<file path="config.mk">
export PLATFORM = sky130hd
export DESIGN_NAME = apbm_cfg
export DESIGN_NICKNAME = d
export VERILOG_FILES = /design/src/design/apbm_pkg.sv /design/src/design/apbm_cfg.sv
export SDC_FILE = /design/constraint.sdc
export NUM_CORES = 1
export LEC_CHECK = 0
export BUFFER_PORTS_ARGS = -buffer_cell sky130_fd_sc_hd__buf_2
export CORE_AREA = 5 5 42 44
export CTS_CLUSTER_SIZE = 25
export DETAILED_ROUTE_END_ITERATION = 6
export DIE_AREA = 0 0 47 49
export GPL_ROUTABILITY_DRIVEN = 0
export PLACE_DENSITY = 0.74
export REMOVE_ABC_BUFFERS = 1
export SYNTH_ARGS = -nofsm -noshare
export SYNTH_HDL_FRONTEND = slang
export SYNTH_SLANG_ARGS = --single-unit
</file>
<file path="constraint.sdc">
create_clock -name clk -period 1.4 [get_ports clk]
set_clock_uncertainty 0.1 [all_clocks]
set_input_delay 0.07 -clock clk [delete_from_list [all_inputs] [get_ports clk]]
set_output_delay 0.07 -clock clk [all_outputs]
set_load 0.005 [all_outputs]
</file>
<file path="src/design/apbm_pkg.sv">
// shared types, constants and helpers for the ayuv blend pipeline
package apbm_pkg;

	localparam int unsigned GA_W   = 9;
	localparam int unsigned MODE_W = 4;
	localparam int unsigned CFG_W  = 9;
	localparam int unsigned IDX_W  = 1;

	localparam logic [IDX_W-1:0] REG_GLOBAL_ALPHA = 1'd0;
	localparam logic [IDX_W-1:0] REG_BLEND_MODE   = 1'd1;

	localparam logic [GA_W-1:0] GA_FULL = 9'd256;

	typedef enum logic [MODE_W-1:0] {
		MODE_NORMAL     = 4'd0,
		MODE_ADD        = 4'd1,
		MODE_SUBTRACT   = 4'd2,
		MODE_DARKEN     = 4'd3,
		MODE_LIGHTEN    = 4'd4,
		MODE_MULTIPLY   = 4'd5,
		MODE_DIFFERENCE = 4'd6,
		MODE_EXCLUSION  = 4'd7,
		MODE_SOFTLIGHT  = 4'd8,
		MODE_HARDLIGHT  = 4'd9
	} mode_t;

	typedef struct packed {
		logic [7:0] src_opacity;
		logic [7:0] src_luma;
		logic [7:0] src_cb;
		logic [7:0] src_cr;
		logic [7:0] dst_luma;
		logic [7:0] dst_cb;
		logic [7:0] dst_cr;
	} pix_in_t;

	typedef struct packed {
		logic [7:0] out_opacity;
		logic [7:0] out_luma;
		logic [7:0] out_cb;
		logic [7:0] out_cr;
	} pix_out_t;

	// pipeline stall control between the stage block and the top level
	typedef struct packed {
		logic adv;
		logic out_free;
	} pipe_ctl_t;

	function automatic logic signed [19:0] clamp8(input logic signed [19:0] x);
		if (x < 0)
			return 20'sd0;
		else if (x > 255)
			return 20'sd255;
		else
			return x;
	endfunction

endpackage

</file>
<file path="src/design/apbm_cfg.sv">
// configuration registers: global alpha and blend mode
module apbm_cfg (
	input  logic                        clk,
	input  logic                        arst_n,
	input  logic                        cfg_we,
	input  logic [apbm_pkg::IDX_W-1:0]  cfg_index,
	input  logic [apbm_pkg::CFG_W-1:0]  cfg_data,
	output logic [apbm_pkg::GA_W-1:0]   global_alpha,
	output logic [apbm_pkg::MODE_W-1:0] mode_sel
);
	import apbm_pkg::*;

	logic [GA_W-1:0]   ga_q;
	logic [MODE_W-1:0] mode_q;

	always_ff @(posedge clk or negedge arst_n) begin
		if (!arst_n) begin
			ga_q   <= GA_FULL;
			mode_q <= MODE_NORMAL;
		end else if (cfg_we) begin
			unique case (cfg_index)
				REG_GLOBAL_ALPHA: ga_q <= (cfg_data > GA_FULL) ? GA_FULL : cfg_data;
				REG_BLEND_MODE:   mode_q <= cfg_data[MODE_W-1:0];
				default:          ;
			endcase
		end
	end

	assign global_alpha = ga_q;
	assign mode_sel     = mode_q;

`ifndef SYNTH
	a_ga_range: assert property (@(posedge clk) disable iff (!arst_n) ga_q <= GA_FULL)
		else $error("global alpha above full scale");
	a_ga_write: assert property (@(posedge clk) disable iff (!arst_n)
		cfg_we && cfg_index == REG_GLOBAL_ALPHA && cfg_data <= GA_FULL
		|=> ga_q == $past(cfg_data))
		else $error("global alpha write lost");
	a_mode_hold: assert property (@(posedge clk) disable iff (!arst_n)
		!cfg_we |=> $stable(mode_q))
		else $error("blend mode changed without write");
`endif
endmodule

</file>
* After elaboration in Yosys (flattened, before gate mapping)
Cells that the tools add are included.
** Word-level totals
- Output and inout port bits :: 13
- Bits in registers :: 13
- Word-level logic and storage cells :: 7
** Operators by class
- Bitwise operators :: 1
- Reduce and logical (&&, ||, !) cells :: 2
- Muxes and demuxes :: 1
- Order comparisons :: 1
** Operator list (count)
- $gt A9 B9 Y1 const B :: 1
- $mux W9 :: 1
- $reduce_and A2 Y1 :: 2
- $not A1 Y1 :: 1

* Logic depth before layout (Yosys ltp)
- Depth in word-level cells :: 2
- Mapped depth :: 3
- Depth with buffers taken out :: 2

* Worst setup path before layout
Ideal clock, no wire load.
- Path type :: input-to-reg
- Start point :: input cfg_we
- End point :: register ga_q[0] (netlist: global_alpha[0])
- Data required time :: 1175 ps
- Arrival :: 629 ps
- Library setup time :: 125 ps
- Stages on the path :: 3
- Path slack :: 546 ps
- Cells stage by stage :: nor2b_4 -> buf_6 -> mux2_4
** On the way
- Word-level cells in the longest chain between the ends :: 1
** RTL lines
- from (decl) :: line apbm_cfg.sv:5 : input logic cfg_we,
- $reduce_and A2 Y1 (no line)
- to (signal assigned) :: line apbm_cfg.sv:22 : REG_GLOBAL_ALPHA: ga_q <= (cfg_data > GA_FULL) ? GA_FULL : cfg_data;
- to (decl) :: line apbm_cfg.sv:13 : logic [GA_W-1:0] ga_q;
No other way between the ends.
A chain may end at the register's enable or synchronous reset.

* Worst setup path in the final report
- Start point :: register ga_q[8] (netlist: global_alpha[8])
- End point :: output global_alpha[8] (netlist bit)
** RTL lines
- to (decl) :: line apbm_cfg.sv:8 : output logic [apbm_pkg::GA_W-1:0] global_alpha,
No word-level cell between the ends.

==> run_results.csv <==
group,metric,value,unit
detailed_routing,first_pass_iters,1,
synth,ys_seq_elements,13,
detailed_routing,drt_iter0_drc,0,
grt,grt_pass1_vias,423,
timing,drv_slew,0,
clock_tree,numClockSinks,13,
worst_setup_path,regToRegEndpoint,"global_alpha[5]$_DFFE_PN0P_",
detailed_routing,via_count,400,
timing,period_minus_slack,1075,ps
min_path,hp-start,"cfg_data[8]",
grt,antenna_found_initial,0,
worst_setup_path,path_cells,"buf_2",
timing,final-hold-violation-count,0,
timing,fin_crit_sh,76.79,%
timing,fin_setup_tns,0,ps
grt,grt_max_degree,14,
clock_tree,cts_max_level,1,
synth,ys_types,8,
clock_tree,holdBufCountCts,5,
pwr,p_per_area,1082,nW/µm²
worst_setup_path,critPathKind,"reg2out",
worst_setup_path,max_stage_delay,530,ps
synth,synth_top_area_cell,"dfrtp_1",
clock_tree,cts_resized,0,
synth,yosysSeqAreaShare,54.83,%
worst_setup_path,r2r_setup_slack,520,ps
floorplanning,start_util,42.50,%
synth,synth_common_cells,"12 x dfrtp_1, 9 x mux2_4, 8 x and2b_1",
layout,antenna_cells,0,
worst_setup_path,arrival,910,ps
pwr,power,872.0,µW
min_path,whs_endpoint,"global_alpha[8]$_DFFE_PN1P_",
synth,synth_edf_count,0,
layout,nNetsFinal,84,
worst_setup_path,cp_top_family,"flip-flops",
floorplanning,die_area,2303,µm²
floorplanning,core,1401,µm²
worst_setup_path,crit_required,1230,ps
synth,synthArstFlopShare,100.0,%
worst_setup_path,worstSetupStartpointType,"flop",
detailed_routing,drc,0,
clock_tree,cts_setup_buffers,0,
grt,grt_pass1_wl,1973,µm
timing,slew_headroom,75.63,%
synth,yosysMostFrequentCell,"dfrtp_1",
synth,synth_top_area_share,50.42,%
grt,grt_use_total,11.78,%
clock_tree,clk_pin_slew_worst_paths,80,ps
floorplanning,fp-row-count,14,
place,hpwl,931.7,µm
pwr,p_leak,0.0004367,µW
min_path,hold_path_class,"in2reg",
synth,syn-cell-area,595.6,µm²
layout,drive_gt1_share,61.43,%
worst_setup_path,r2r-start,"global_alpha[5]$_DFFE_PN0P_",
worst_setup_path,reg2reg_depth,1,
outcome,status,"complete, no violations",
floorplanning,die_h,49,µm
min_path,holdPathStages,2,
synth,synthCells,37,
worst_setup_path,cp_slowest_cell,"dfstp_2",
detailed_routing,vias_per_cell,4.651,
clock_tree,numCtsBuffers,3,
synth,ys.flop_type,"dfrtp_1",
timing,fmax,0.9302,GHz
worst_setup_path,end_kind,"output pin",
worst_setup_path,critPathBufInv,1,
detailed_routing,wirelength,1194,µm
detailed_routing,wl_per_cell,13.88,µm
timing,finalSetupViolCount,0,
detailed_routing,antenna_left,0,
floorplanning,io_pins,26,
worst_setup_path,cp.depth,1,
place,io_buffer_count,25,
floorplanning,die_w,47,µm
clock_tree,clock_latency,270,ps
clock_tree,cts_tree,"done",
synth,synthTopCellsByArea,"dfrtp_1 50%, mux2_4 23%, and2b_1 10%, mux2_2 7.6%, dfstp_2 4.4%",
synth,postSynthAreaPerCell,16.10,µm²
pwr,irDropWorstVdd,0.0006385,V
worst_setup_path,critPathMaxFanout,2,
clock_tree,root_buffer,"clkbuf_4",
grt,grt_overflow_total,0,
job,timing.max_cap.violations,0,
timing,worstMarginPinSlew,364.8,ps
timing,rsz0062_at_grt,"false",
layout,area_delta_synth_final,35.29,%
synth,yosys_warnings,0,
clock_tree,clockBufferDepth,2,
==> area by class of cell <==
class                           instances  area (µm²)
Fill cell                             115       595.6
Sequential cell                        13       326.6
Multi-Input combinational cell         23       257.7
Timing Repair Buffer                   30       175.2
Clock buffer                            4       26.28
Tap cell                               16       20.02
==> flip-flops by register name, summed over array words and instances (netlist names) <==
name and count:
global_alpha 9, mode_sel 4
==> layer usage <==
metal,up-vias,part of all wire [%],GRT usage (%)
met5,-,0,0
met2,17,48,17.19
met3,2,11,2.583
met1,190,41,16.06
li1,191,-,-
met4,0,0.75,5.530
==> cells by family after synthesis <==
family	share of synthesized area, %
muxes	30.25
and+or+nand+nor	13.02
buffers and inverters	1.891
DFF	54.83
==> how the worst max path moves through the flow <==
stage,startpoint,end,slack [ps]
2_1_floorplan,cfg_we,global_alpha[0]$_DFFE_PN0P_,490
3_3_place_gp,cfg_index,global_alpha[7]$_DFFE_PN0P_,340
3_5_place_dp,cfg_index,global_alpha[5]$_DFFE_PN0P_,300
4_1_cts,global_alpha[8]$_DFFE_PN1P_,global_alpha[8],310
5_1_grt,global_alpha[8]$_DFFE_PN1P_,global_alpha[8],290
6_report,global_alpha[8]$_DFFE_PN1P_,global_alpha[8],320
==> per-stage QoR <==
stage	utilization (%)	worst slack (ps)	hold slack [ps]	area [µm²]	instances
after floorplan	-	485.0	-325.6	584.3	36
after global placement	52.05	341.2	-135.3	729.5	77
after detailed placement	52.05	299.7	-127.5	729.5	77
after CTS	57.50	307.1	38.14	805.8	86
after global routing	57.50	292.1	39.71	805.8	86
final	57.50	324.9	32.87	805.8	86
==> report_power, final <==
group / leakage (µW) / internal, µW / total (µW) / switching, µW
registers: 0.000161 / 428 / 454 / 25.6
logic: 0.000261 / 124 / 190 / 66.6
clock network: 0.0000150 / 110 / 228 / 118
total: 0.000437 / 662 / 872 / 210
==> cell usage in the layout, fill, tap and decap left out <==
| master | synthesis | routed |
|---|---|---|
| clkbuf_4 | 0 | 3 |
| mux2_4 | 9 | 9 |
| buf_2 | 0 | 25 |
| nand2_1 | 1 | 1 |
| dfrtp_1 | 12 | 12 |
| dlygate4sd3_1 | 0 | 5 |
| mux2_2 | 4 | 4 |
| and2b_1 | 8 | 8 |
| nor2b_4 | 1 | 1 |
| clkbuf_1 | 0 | 1 |
| dfstp_2 | 1 | 1 |
Note: power is estimated with default switching activity, not from simulation.
